--- config.mk ---
export PLATFORM = sky130hd
export DESIGN_NAME = one_shot_timer_table_core_flat
export DESIGN_NICKNAME = d
export VERILOG_FILES = /design/src/ott_pkg.sv /design/src/ott_intf.sv /design/src/ott_cell.sv /design/src/one_shot_timer_table_core.sv /design/src/flat_wrapper.sv
export SDC_FILE = /design/constraint.sdc
export NUM_CORES = 2
export LEC_CHECK = 0
export BUFFER_PORTS_ARGS = -buffer_cell sky130_fd_sc_hd__buf_2
export CAP_MARGIN = 10
export CORE_AREA = 5 5 296 298
export CTS_CLUSTER_SIZE = 20
export DETAILED_ROUTE_END_ITERATION = 6
export DIE_AREA = 0 0 301 303
export GPL_TIMING_DRIVEN = 0
export PLACE_DENSITY = 0.77
export SLEW_MARGIN = 30
export SYNTH_ARGS = -nofsm -noshare
export SYNTH_HDL_FRONTEND = slang
export SYNTH_SLANG_ARGS = --single-unit
export TNS_END_PERCENT = 100
--- constraint.sdc ---
create_clock -name clk -period 8.4 [get_ports clk]
set_input_delay 0.42 -clock clk [delete_from_list [all_inputs] [get_ports clk]]
set_output_delay 0.42 -clock clk [all_outputs]
set_load 0.005 [all_outputs]
--- src/ott_pkg.sv ---
// Shared types and codes for the one-shot timer table.
// Holds slot record type, cell command struct, op/mode/status codes.
// No dependencies.
package ott_pkg;

  // Most firings reported by one tick sweep
  localparam int MAX_RESULTS = 16;
  localparam int FIRE_W      = $clog2(MAX_RESULTS + 1);

  // Operation codes
  localparam logic [1:0] OP_CREATE  = 2'd0;
  localparam logic [1:0] OP_DESTROY = 2'd1;
  localparam logic [1:0] OP_FIND    = 2'd2;
  localparam logic [1:0] OP_TICK    = 2'd3;

  // Slot modes
  localparam logic [1:0] MODE_DEAD  = 2'd0;
  localparam logic [1:0] MODE_SECS  = 2'd1;
  localparam logic [1:0] MODE_TICKS = 2'd2;

  // Result status codes
  localparam logic [1:0] STAT_OK        = 2'd0;
  localparam logic [1:0] STAT_BAD_ID    = 2'd1;
  localparam logic [1:0] STAT_BAD_MODE  = 2'd2;
  localparam logic [1:0] STAT_BAD_OWNER = 2'd3;

  // One timer slot
  typedef struct packed {
    logic [1:0]  mode;
    logic [31:0] count;
    logic [31:0] owner;
  } slot_t;

  // Addressed command broadcast to the cells
  typedef struct packed {
    logic arm;
    logic kill;
  } slot_cmd_t;

endpackage

--- src/ott_intf.sv ---
// Request and result channel interfaces of the one-shot timer table.
// Valid/ready handshake; no dependencies.
interface ott_in_if ();
  logic        valid;
  logic        ready;
  logic [1:0]  op;
  logic [7:0]  slot_id;
  logic [31:0] delay_amount;
  logic [1:0]  unit_mode;
  logic [31:0] owner_tag;
  logic        owner_ok;
  logic [31:0] now_seconds;

  modport source (output valid, op, slot_id, delay_amount, unit_mode, owner_tag,
                  owner_ok, now_seconds, input ready);
  modport sink (input valid, op, slot_id, delay_amount, unit_mode, owner_tag,
                owner_ok, now_seconds, output ready);
endinterface

interface ott_out_if ();
  logic        valid;
  logic        ready;
  logic [1:0]  status;
  logic [3:0]  free_slot;
  logic        fired;
  logic [31:0] fired_tag;
  logic        last;

  modport source (output valid, status, free_slot, fired, fired_tag, last,
                  input ready);
  modport sink (input valid, status, free_slot, fired, fired_tag, last,
                output ready);
endinterface

--- src/ott_cell.sv ---
// One timer slot cell of the shift ring.
// Depends on ott_pkg (slot_t, slot_cmd_t, mode codes).
module ott_cell import ott_pkg::*; #(
  parameter int INDEX = 0
) (
  input  logic       clk,
  input  logic       rst_n,
  input  logic [7:0] slot_id,
  input  slot_cmd_t  cmd,
  input  slot_t      wr,
  input  logic       shift_en,
  input  slot_t      shift_in,
  output logic       sel,
  output slot_t      q
);

  logic [1:0]  mode_r, mode_nxt;
  logic [31:0] count_r, count_nxt;
  logic [31:0] owner_r, owner_nxt;

  // Address decode against this cell's home slot
  assign sel = (slot_id == 8'(INDEX));

  // Rotation has priority; addressed writes only happen while idle
  always_comb begin
    mode_nxt  = mode_r;
    count_nxt = count_r;
    owner_nxt = owner_r;
    priority if (shift_en) begin
      mode_nxt  = shift_in.mode;
      count_nxt = shift_in.count;
      owner_nxt = shift_in.owner;
    end else if (sel && cmd.kill) begin
      mode_nxt = MODE_DEAD;
    end else if (sel && cmd.arm) begin
      mode_nxt  = wr.mode;
      count_nxt = wr.count;
      owner_nxt = wr.owner;
    end else begin
      // not addressed: hold
      mode_nxt = mode_r;
    end
  end

  // Mode is control state and resets to dead
  always_ff @(posedge clk) begin
    if (!rst_n) begin
      mode_r <= MODE_DEAD;
    end else begin
      mode_r <= mode_nxt;
    end
  end

  always_ff @(posedge clk) begin
    count_r <= count_nxt;
    owner_r <= owner_nxt;
  end

  assign q.mode  = mode_r;
  assign q.count = count_r;
  assign q.owner = owner_r;

endmodule

--- src/one_shot_timer_table_core.sv ---
// One-shot timer table: ring of TIMER_SLOTS slot cells plus sweep controller.
// Create/destroy: result registered in the cycle after the request; 1 request per
// cycle while results are taken. Tick/find-free: the ring rotates one slot per cycle
// past the head processor while no firing waits on the output; final result on flush.
// Reset (synchronous, rst_n low): all slots dead, controller idle, no result pending.
// Depends on ott_pkg, ott_intf (ott_in_if, ott_out_if) and ott_cell.
module one_shot_timer_table_core import ott_pkg::*; #(
  parameter int TIMER_SLOTS = 16
) (
  input logic   clk,
  input logic   rst_n,
  ott_in_if.sink    in_req,
  ott_out_if.source out_rsp
);

  localparam int IDX_W = (TIMER_SLOTS > 1) ? $clog2(TIMER_SLOTS) : 1;

  typedef enum logic [2:0] {
    ST_IDLE  = 3'b001,
    ST_SWEEP = 3'b010,
    ST_FLUSH = 3'b100
  } state_t;

  state_t state_r, state_nxt;

  logic [IDX_W-1:0]  idx_r, idx_nxt;
  logic [FIRE_W-1:0] fires_r, fires_nxt;
  logic              pend_valid_r, pend_valid_nxt;
  logic [31:0]       pend_tag_r, pend_tag_nxt;
  logic              found_v_r, found_v_nxt;
  logic [IDX_W-1:0]  found_r, found_nxt;
  logic [31:0]       now_r, now_nxt;
  logic              is_tick_r, is_tick_nxt;

  logic        out_valid_r, out_valid_nxt;
  logic [1:0]  out_status_r, out_status_nxt;
  logic [3:0]  out_free_slot_r, out_free_slot_nxt;
  logic        out_fired_r, out_fired_nxt;
  logic [31:0] out_tag_r, out_tag_nxt;
  logic        out_last_r, out_last_nxt;

  slot_t            cell_q [TIMER_SLOTS];
  logic [TIMER_SLOTS-1:0] sel_vec, live_vec;
  slot_cmd_t        cmd;
  slot_t            wr;
  slot_t            head, head_nxt;
  logic             hit, sel_live;
  logic [1:0]       create_st;
  logic [31:0]      dec;
  logic             fire, push, advance, out_free, in_accept, sweep_end;

  // Slot ring: cell 0 is the head, processed head re-enters at the tail
  for (genvar i = 0; i < TIMER_SLOTS; i++) begin : g_cell
    slot_t shift_in;
    if (i == TIMER_SLOTS - 1) begin : g_tail
      assign shift_in = head_nxt;
    end else begin : g_mid
      assign shift_in = cell_q[i+1];
    end
    ott_cell #(.INDEX(i)) u_cell (
      .clk      (clk),
      .rst_n    (rst_n),
      .slot_id  (in_req.slot_id),
      .cmd      (cmd),
      .wr       (wr),
      .shift_en (advance),
      .shift_in (shift_in),
      .sel      (sel_vec[i]),
      .q        (cell_q[i])
    );
    assign live_vec[i] = (cell_q[i].mode != MODE_DEAD);
  end

  // Addressed checks for create/destroy
  assign hit      = |sel_vec;
  assign sel_live = |(sel_vec & live_vec);

  always_comb begin
    priority if (!hit || sel_live) begin
      create_st = STAT_BAD_ID;
    end else if (in_req.unit_mode != MODE_SECS && in_req.unit_mode != MODE_TICKS) begin
      create_st = STAT_BAD_MODE;
    end else if (!in_req.owner_ok) begin
      create_st = STAT_BAD_OWNER;
    end else begin
      create_st = STAT_OK;
    end
  end

  // Write data for an armed slot
  assign wr.mode  = in_req.unit_mode;
  assign wr.count = (in_req.unit_mode == MODE_TICKS) ? in_req.delay_amount
                                                     : in_req.now_seconds + in_req.delay_amount;
  assign wr.owner = in_req.owner_tag;

  // Head processor: countdown or deadline check, capped per sweep
  assign head = cell_q[0];
  assign dec  = head.count - 32'd1;

  always_comb begin
    head_nxt = head;
    fire     = 1'b0;
    if (is_tick_r && fires_r != FIRE_W'(MAX_RESULTS)) begin
      priority if (head.mode == MODE_TICKS) begin
        head_nxt.count = dec;
        fire           = (dec == 32'd0);
      end else if (head.mode == MODE_SECS) begin
        fire = (head.count <= now_r);
      end else begin
        // dead slot: nothing to do
        fire = 1'b0;
      end
      if (fire) begin
        head_nxt.mode = MODE_DEAD;
      end
    end
  end

  // Handshake and sweep stepping
  assign out_free  = !out_valid_r || out_rsp.ready;
  assign in_accept = in_req.valid && in_req.ready;
  assign push      = fire && pend_valid_r;
  assign advance   = (state_r == ST_SWEEP) && (!push || out_free);
  assign sweep_end = (idx_r == IDX_W'(TIMER_SLOTS - 1));

  // Controller next state
  always_comb begin
    state_nxt         = state_r;
    idx_nxt           = idx_r;
    fires_nxt         = fires_r;
    pend_valid_nxt    = pend_valid_r;
    pend_tag_nxt      = pend_tag_r;
    found_v_nxt       = found_v_r;
    found_nxt         = found_r;
    now_nxt           = now_r;
    is_tick_nxt       = is_tick_r;
    out_valid_nxt     = out_valid_r && !out_rsp.ready;
    out_status_nxt    = out_status_r;
    out_free_slot_nxt = out_free_slot_r;
    out_fired_nxt     = out_fired_r;
    out_tag_nxt       = out_tag_r;
    out_last_nxt      = out_last_r;
    cmd               = '0;

    unique case (state_r)
      ST_IDLE: begin
        if (in_accept) begin
          unique case (in_req.op)
            OP_CREATE: begin
              cmd.arm           = (create_st == STAT_OK);
              out_valid_nxt     = 1'b1;
              out_status_nxt    = create_st;
              out_free_slot_nxt = 4'd0;
              out_fired_nxt     = 1'b0;
              out_tag_nxt       = 32'd0;
              out_last_nxt      = 1'b1;
            end
            OP_DESTROY: begin
              cmd.kill          = hit;
              out_valid_nxt     = 1'b1;
              out_status_nxt    = hit ? STAT_OK : STAT_BAD_ID;
              out_free_slot_nxt = 4'd0;
              out_fired_nxt     = 1'b0;
              out_tag_nxt       = 32'd0;
              out_last_nxt      = 1'b1;
            end
            OP_FIND, OP_TICK: begin
              state_nxt      = ST_SWEEP;
              idx_nxt        = '0;
              fires_nxt      = '0;
              pend_valid_nxt = 1'b0;
              found_v_nxt    = 1'b0;
              now_nxt        = in_req.now_seconds;
              is_tick_nxt    = (in_req.op == OP_TICK);
            end
          endcase
        end
      end
      ST_SWEEP: begin
        if (advance) begin
          idx_nxt = idx_r + IDX_W'(1);
          // previous firing is not the last one: send it on
          if (push) begin
            out_valid_nxt     = 1'b1;
            out_status_nxt    = STAT_OK;
            out_free_slot_nxt = 4'd0;
            out_fired_nxt     = 1'b1;
            out_tag_nxt       = pend_tag_r;
            out_last_nxt      = 1'b0;
          end
          if (fire) begin
            fires_nxt      = fires_r + FIRE_W'(1);
            pend_valid_nxt = 1'b1;
            pend_tag_nxt   = head.owner;
          end
          if (!is_tick_r && !found_v_r && head.mode == MODE_DEAD) begin
            found_v_nxt = 1'b1;
            found_nxt   = idx_r;
          end
          if (sweep_end) begin
            state_nxt = ST_FLUSH;
          end
        end
      end
      ST_FLUSH: begin
        if (out_free) begin
          out_valid_nxt = 1'b1;
          out_last_nxt  = 1'b1;
          if (is_tick_r) begin
            out_status_nxt    = STAT_OK;
            out_free_slot_nxt = 4'd0;
            out_fired_nxt     = pend_valid_r;
            out_tag_nxt       = pend_valid_r ? pend_tag_r : 32'd0;
          end else begin
            out_status_nxt    = found_v_r ? STAT_OK : STAT_BAD_ID;
            out_free_slot_nxt = found_v_r ? 4'(found_r) : 4'd0;
            out_fired_nxt     = 1'b0;
            out_tag_nxt       = 32'd0;
          end
          pend_valid_nxt = 1'b0;
          state_nxt      = ST_IDLE;
        end
      end
      default: begin
        state_nxt = ST_IDLE;
      end
    endcase
  end

  // Control registers
  always_ff @(posedge clk) begin
    if (!rst_n) begin
      state_r      <= ST_IDLE;
      idx_r        <= '0;
      fires_r      <= '0;
      pend_valid_r <= 1'b0;
      found_v_r    <= 1'b0;
      is_tick_r    <= 1'b0;
      out_valid_r  <= 1'b0;
    end else begin
      state_r      <= state_nxt;
      idx_r        <= idx_nxt;
      fires_r      <= fires_nxt;
      pend_valid_r <= pend_valid_nxt;
      found_v_r    <= found_v_nxt;
      is_tick_r    <= is_tick_nxt;
      out_valid_r  <= out_valid_nxt;
    end
  end

  // Payload registers
  always_ff @(posedge clk) begin
    pend_tag_r      <= pend_tag_nxt;
    found_r         <= found_nxt;
    now_r           <= now_nxt;
    out_status_r    <= out_status_nxt;
    out_free_slot_r <= out_free_slot_nxt;
    out_fired_r     <= out_fired_nxt;
    out_tag_r       <= out_tag_nxt;
    out_last_r      <= out_last_nxt;
  end

  // Ports
  assign in_req.ready      = (state_r == ST_IDLE) && out_free;
  assign out_rsp.valid     = out_valid_r;
  assign out_rsp.status    = out_status_r;
  assign out_rsp.free_slot = out_free_slot_r;
  assign out_rsp.fired     = out_fired_r;
  assign out_rsp.fired_tag = out_tag_r;
  assign out_rsp.last      = out_last_r;

  // Firing count never passes the per-sweep cap
  a_fire_cap: assert property (@(posedge clk) disable iff (!rst_n)
    fires_r <= FIRE_W'(MAX_RESULTS))
    else $error("firing count above cap");

  // A held firing never survives into idle
  a_pend_idle: assert property (@(posedge clk) disable iff (!rst_n)
    pend_valid_r |-> state_r != ST_IDLE)
    else $error("pending firing left in idle");

  // Results shown mid-sweep are firings that are not the last
  a_sweep_out: assert property (@(posedge clk) disable iff (!rst_n)
    (state_r == ST_SWEEP) && out_valid_r |-> out_rsp.fired && !out_rsp.last)
    else $error("bad result during sweep");

  // Flush hands off the final result and returns to idle
  a_flush: assert property (@(posedge clk) disable iff (!rst_n)
    (state_r == ST_FLUSH) && out_free |=> (state_r == ST_IDLE) && out_valid_r && out_rsp.last)
    else $error("flush did not complete");

  // Create and destroy answer with one final result in the next cycle
  a_single: assert property (@(posedge clk) disable iff (!rst_n)
    in_accept && (in_req.op == OP_CREATE || in_req.op == OP_DESTROY)
      |=> out_valid_r && out_rsp.last && (state_r == ST_IDLE))
    else $error("missing create/destroy result");

endmodule

--- src/flat_wrapper.sv ---
// flat-port wrapper written by rule: the top's interface ports become plain ports
module one_shot_timer_table_core_flat import ott_pkg::*;
#(
  parameter int TIMER_SLOTS = 16
)
  (clk, rst_n, in_req_valid, in_req_op, in_req_slot_id, in_req_delay_amount, in_req_unit_mode, in_req_owner_tag, in_req_owner_ok, in_req_now_seconds, in_req_ready, out_rsp_valid, out_rsp_status, out_rsp_free_slot, out_rsp_fired, out_rsp_fired_tag, out_rsp_last, out_rsp_ready);
  ott_in_if in_req_i ();
  ott_out_if out_rsp_i ();
  input logic clk;
  input logic rst_n;
  input wire logic [$bits(in_req_i.valid)-1:0] in_req_valid;
  input wire logic [$bits(in_req_i.op)-1:0] in_req_op;
  input wire logic [$bits(in_req_i.slot_id)-1:0] in_req_slot_id;
  input wire logic [$bits(in_req_i.delay_amount)-1:0] in_req_delay_amount;
  input wire logic [$bits(in_req_i.unit_mode)-1:0] in_req_unit_mode;
  input wire logic [$bits(in_req_i.owner_tag)-1:0] in_req_owner_tag;
  input wire logic [$bits(in_req_i.owner_ok)-1:0] in_req_owner_ok;
  input wire logic [$bits(in_req_i.now_seconds)-1:0] in_req_now_seconds;
  output wire logic [$bits(in_req_i.ready)-1:0] in_req_ready;
  output wire logic [$bits(out_rsp_i.valid)-1:0] out_rsp_valid;
  output wire logic [$bits(out_rsp_i.status)-1:0] out_rsp_status;
  output wire logic [$bits(out_rsp_i.free_slot)-1:0] out_rsp_free_slot;
  output wire logic [$bits(out_rsp_i.fired)-1:0] out_rsp_fired;
  output wire logic [$bits(out_rsp_i.fired_tag)-1:0] out_rsp_fired_tag;
  output wire logic [$bits(out_rsp_i.last)-1:0] out_rsp_last;
  input wire logic [$bits(out_rsp_i.ready)-1:0] out_rsp_ready;
  assign in_req_i.valid = in_req_valid;
  assign in_req_i.op = in_req_op;
  assign in_req_i.slot_id = in_req_slot_id;
  assign in_req_i.delay_amount = in_req_delay_amount;
  assign in_req_i.unit_mode = in_req_unit_mode;
  assign in_req_i.owner_tag = in_req_owner_tag;
  assign in_req_i.owner_ok = in_req_owner_ok;
  assign in_req_i.now_seconds = in_req_now_seconds;
  assign in_req_ready = in_req_i.ready;
  assign out_rsp_valid = out_rsp_i.valid;
  assign out_rsp_status = out_rsp_i.status;
  assign out_rsp_free_slot = out_rsp_i.free_slot;
  assign out_rsp_fired = out_rsp_i.fired;
  assign out_rsp_fired_tag = out_rsp_i.fired_tag;
  assign out_rsp_last = out_rsp_i.last;
  assign out_rsp_i.ready = out_rsp_ready;
  one_shot_timer_table_core #(.TIMER_SLOTS(TIMER_SLOTS)) u_core (.clk(clk), .rst_n(rst_n), .in_req(in_req_i), .out_rsp(out_rsp_i));
endmodule
==> summary.txt <==
Outcome
  – Outcome: finished clean

STA
  – Crit share post-route: 70.4%
  – RSZ-0062 raised after global routing: false
  – Fmax achieved: 169 MHz
  – Worst Slack Setup Final: 2490 ps
  – Endpoints failing hold: 0
  – Clk_skew: between 30 and 40 ps
  – Final setup fails: 0
  – Slew Limit Fails: 0
  – Worst-Margin Slew: between 900 and 1000 ps
  – Slew HR: approximately 34%
  – Final min period: just under 6000 ps

Power and ir drop
  – Total power: roughly 13 mW
  – Leak: between 20 and 25 nW
  – Max VDD drop: 0.188 mV
  – PwrDens: 225 nW/um^2

Die
  – Row count: 107
  – Starting Density: between 50% and 60%
  – Die height: 303 um
  – IO Pins: approximately 160
  – Die X: 301 um
  – Die ar.: 91200 um^2
  – Core box area: 84600 um^2

Logic synthesis
  – Synth Register Bits: 1180
  – Post-synthesis simple-gate area fraction: 4.68%
  – Area of the mapped netlist: 50100 um^2
  – Netlist cell types: 82
  – Main combinational cell family by area after synthesis: compound AO/OA/AOI/OAI gates
  – XOR/XNOR Fraction of Synth Area: 0.926%
  – Sequential element share of the synthesized area: 69.7%
  – Synth Area in Compound Gates: 19.6%
  – Syn Nets: 3632
  – Synth warn: 0
  – Top FF cell, synth: edfxtp_1
  – Gate Count Post-Synth: ~3400
  – Asr flop ratio synth: 0%
  – Number of synthesized flops with an enable pin: 1132
  – Mux share of post-synthesis cell area: 0.207%
  – Adder and majority gate portion of the synthesized area: 1.76%
  – Syn avg cell area: 14.5 um^2

Placed design
  – HPWL Detailed: 90000 um
  – GPL Wtd Cong: 0.938
  – Dpl ws: around 2200 ps
  – Port buffer count: 153

Clock network
  – H-tree depth: 3
  – Root Driver: clkbuf_16
  – Clk sinks: ~1200
  – CTS clk-pin slew, worst paths: ~60 ps
  – Postcts setup bufs: 0
  – Clk buf depth: 3
  – Worst-Skew Late Latency: approximately 700 ps
  – CTS Buf Count: 115
  – CTS tree: yes

Detailed routing
  – Wire per inst: 25.0 um
  – First-pass DRT Iterations: 5
  – Antenna viol nets, final: 0
  – Post-Route WL: 126000 um
  – Starting DRC count in detailed routing: 3357
  – Routed via count: 31200
  – DRC: 0
  – DR vias/cell: 6.17

Global routing
  – Initial antenna violation count: 1
  – Number of global-route vias before repair: 31500
  – Largest net degree at the start of global routing: 34
  – First-pass GRT wire length: roughly 190000 um
  – GR Overflow Total: 0
  – Total GRT Usage: 27.4%

Hold path
  – Worst hold path stage count: 1
  – Worst hold path class: in -> reg

Layout
  – Fillers: 5694
  – Layout cell share with drive strength beyond 1: approximately 17%
  – Post-layout util: about 69%
  – Synthesis-to-finish area growth: 16.7%
  – Layout Nets: approximately 4000

Worst setup path
  – Arr. time, crit path: 6360 ps
  – Crit path kind: reg -> reg
  – Crit path max fanout: 17
  – WP data required: 8840 ps
  – Flop2flop setup slack: ~2500 ps
  – Worst Reg-to-Reg Cells: 15
  – CP endpoint kind: flop
  – Critical Path Start Type: flop

Job
  – Max-Cap Viols: 0
## stage by stage
stage | instances | instance area, um^2 | hold WS, ps | setup TNS (ps)
floorplan | 3449 | 50100 | 427 | 0
global placement | 4746 | 52300 | 434 | -3119820
detailed placement | 4817 | 54400 | 447 | 0
CTS | 5057 | 58500 | 5.18 | 0
global route | 5057 | 58500 | 9.92 | 0
finish | 5059 | 58500 | 26.6 | 0
## per-layer routing
metal	GRT usage (%)	wire, um
met2	44.4	60000
met4	9.12	4050
met3	5.45	10500
met5	0	0
met1	37.9	51800
## final cells by class
class	count	area [um^2]	share of cell area (%)
flip-flops and latches	1180	35000	59.7
multi-input cells	1941	13800	23.6
clock buffers	133	2990	5.11
repair buffers	247	2820	4.82
well taps	1144	1430	2.45
plain buffers	269	1360	2.32
clock inverters	84	911	1.56
inverters	59	221	0.379
diodes	2	5.00	0.00855
## sequential cells by signal, summed over array words and instances, names as in the netlist, 4 cells and up
| name | count |
|---|---|
| u_core.g_cell.u_cell.count_r | 512 |
| u_core.g_cell.u_cell.owner_r | 512 |
| u_core.g_cell.u_cell.mode_r | 32 |
| u_core.now_r | 32 |
| u_core.out_rsp.fired_tag | 32 |
| u_core.pend_tag_r | 32 |
| u_core.fires_r | 5 |
| u_core.found_r | 4 |
| u_core.idx_r | 4 |
| u_core.out_rsp.free_slot | 4 |
## power by group
part	total, mW	switching, mW	internal [mW]
combinational	1.17	0.650	0.521
sequential	6.66	0.0266	6.63
clock	5.33	2.27	3.06
total	13.2	2.95	10.2
## Yosys cell counts, types with 6 or more instances
cell,n,area (um^2)
edfxtp_1,1132,34000
a21o_1,756,5680
o21a_1,250,1880
buf_2,157,786
nor2_1,129,484
o21ai_0,100,500
a21oi_1,78,390
and2_1,76,475
nand2_1,76,285
ha_1,69,863
inv_1,59,221
clkbuf_1,55,206
dfxtp_1,48,961
o22ai_1,34,213
xnor2_1,33,289
clkbuf_2,30,150
nor3_1,27,135
a21boi_0,22,165
buf_4,21,158
nor4_1,20,125
xor2_1,20,175
a211o_1,17,149
o211ai_1,17,128
or3_1,16,100
nand3_1,15,75.1
a211oi_1,13,97.6
nand4_1,13,81.3
and3_1,12,75.1
nor2b_1,11,68.8
nor3b_1,10,75.1
o31ai_1,10,75.1
or4_1,9,67.6
nand2b_1,8,50.1
mux2i_1,7,70.1
o2111ai_1,6,52.6
or2_2,6,37.5
## cells in the final DEF (no fill, tap or decap), types with 23 or more instances in the layout
master	instances
and2_1	76
dfxtp_1	48
buf_16	60
edfxtp_1	1132
xnor2_1	33
ha_1	69
clkbuf_16	117
buf_2	310
nand2_1	76
nor2_1	128
a21oi_1	77
clkinv_2	28
clkbuf_1	68
a21o_1	756
o22ai_1	34
nor3_1	27
o21a_1	250
inv_1	58
o21ai_0	84
clkinv_1	23
clkbuf_2	33
dlygate4sd3_1	23
## worst max-delay path, stage by stage (launching register included)
cell and delay, ps:
edfxtp_1 510, inv_1 140, ha_1 260, nor4b_2 550, nand3b_1 130, a2111oi_0 490
o22ai_1 200, or3_4 450, o21ai_4 650, buf_2 490, buf_4 310, clkbuf_2 520
o21ai_4 340, buf_16 260, buf_16 170, buf_16 160
## kinds of logic (layout without fill, tap and decap cells)
logic type | Yosys count | after routing
buf+inv | 328 | 792
xor+xnor | 53 | 53
mux | 9 | 9
fa+ha+maj | 70 | 70
flops | 1180 | 1180
other cells | 0 | 2
simple gates | 451 | 451
compound gates | 1358 | 1358
## final timing paths
kind / start / to
max: u_core.g_cell[0].u_cell.count_r[0]$_DFFE_PP_ / u_core.g_cell[11].u_cell.count_r[16]$_DFFE_PP_
min: in_req_now_seconds[12] / u_core.now_r[12]$_DFFE_PP_
max reg2reg: u_core.g_cell[0].u_cell.count_r[0]$_DFFE_PP_ / u_core.g_cell[11].u_cell.count_r[16]$_DFFE_PP_
min reg2reg: u_core.g_cell[0].u_cell.owner_r[3]$_DFFE_PP_ / u_core.pend_tag_r[3]$_DFFE_PP_
## what timing repair did
action | CTS | global route
hold buffers | 23 | 0
gates resized for setup | 0 | 0
hold endpoints to repair | 23 | 0
(Power assumes the default switching activity.)
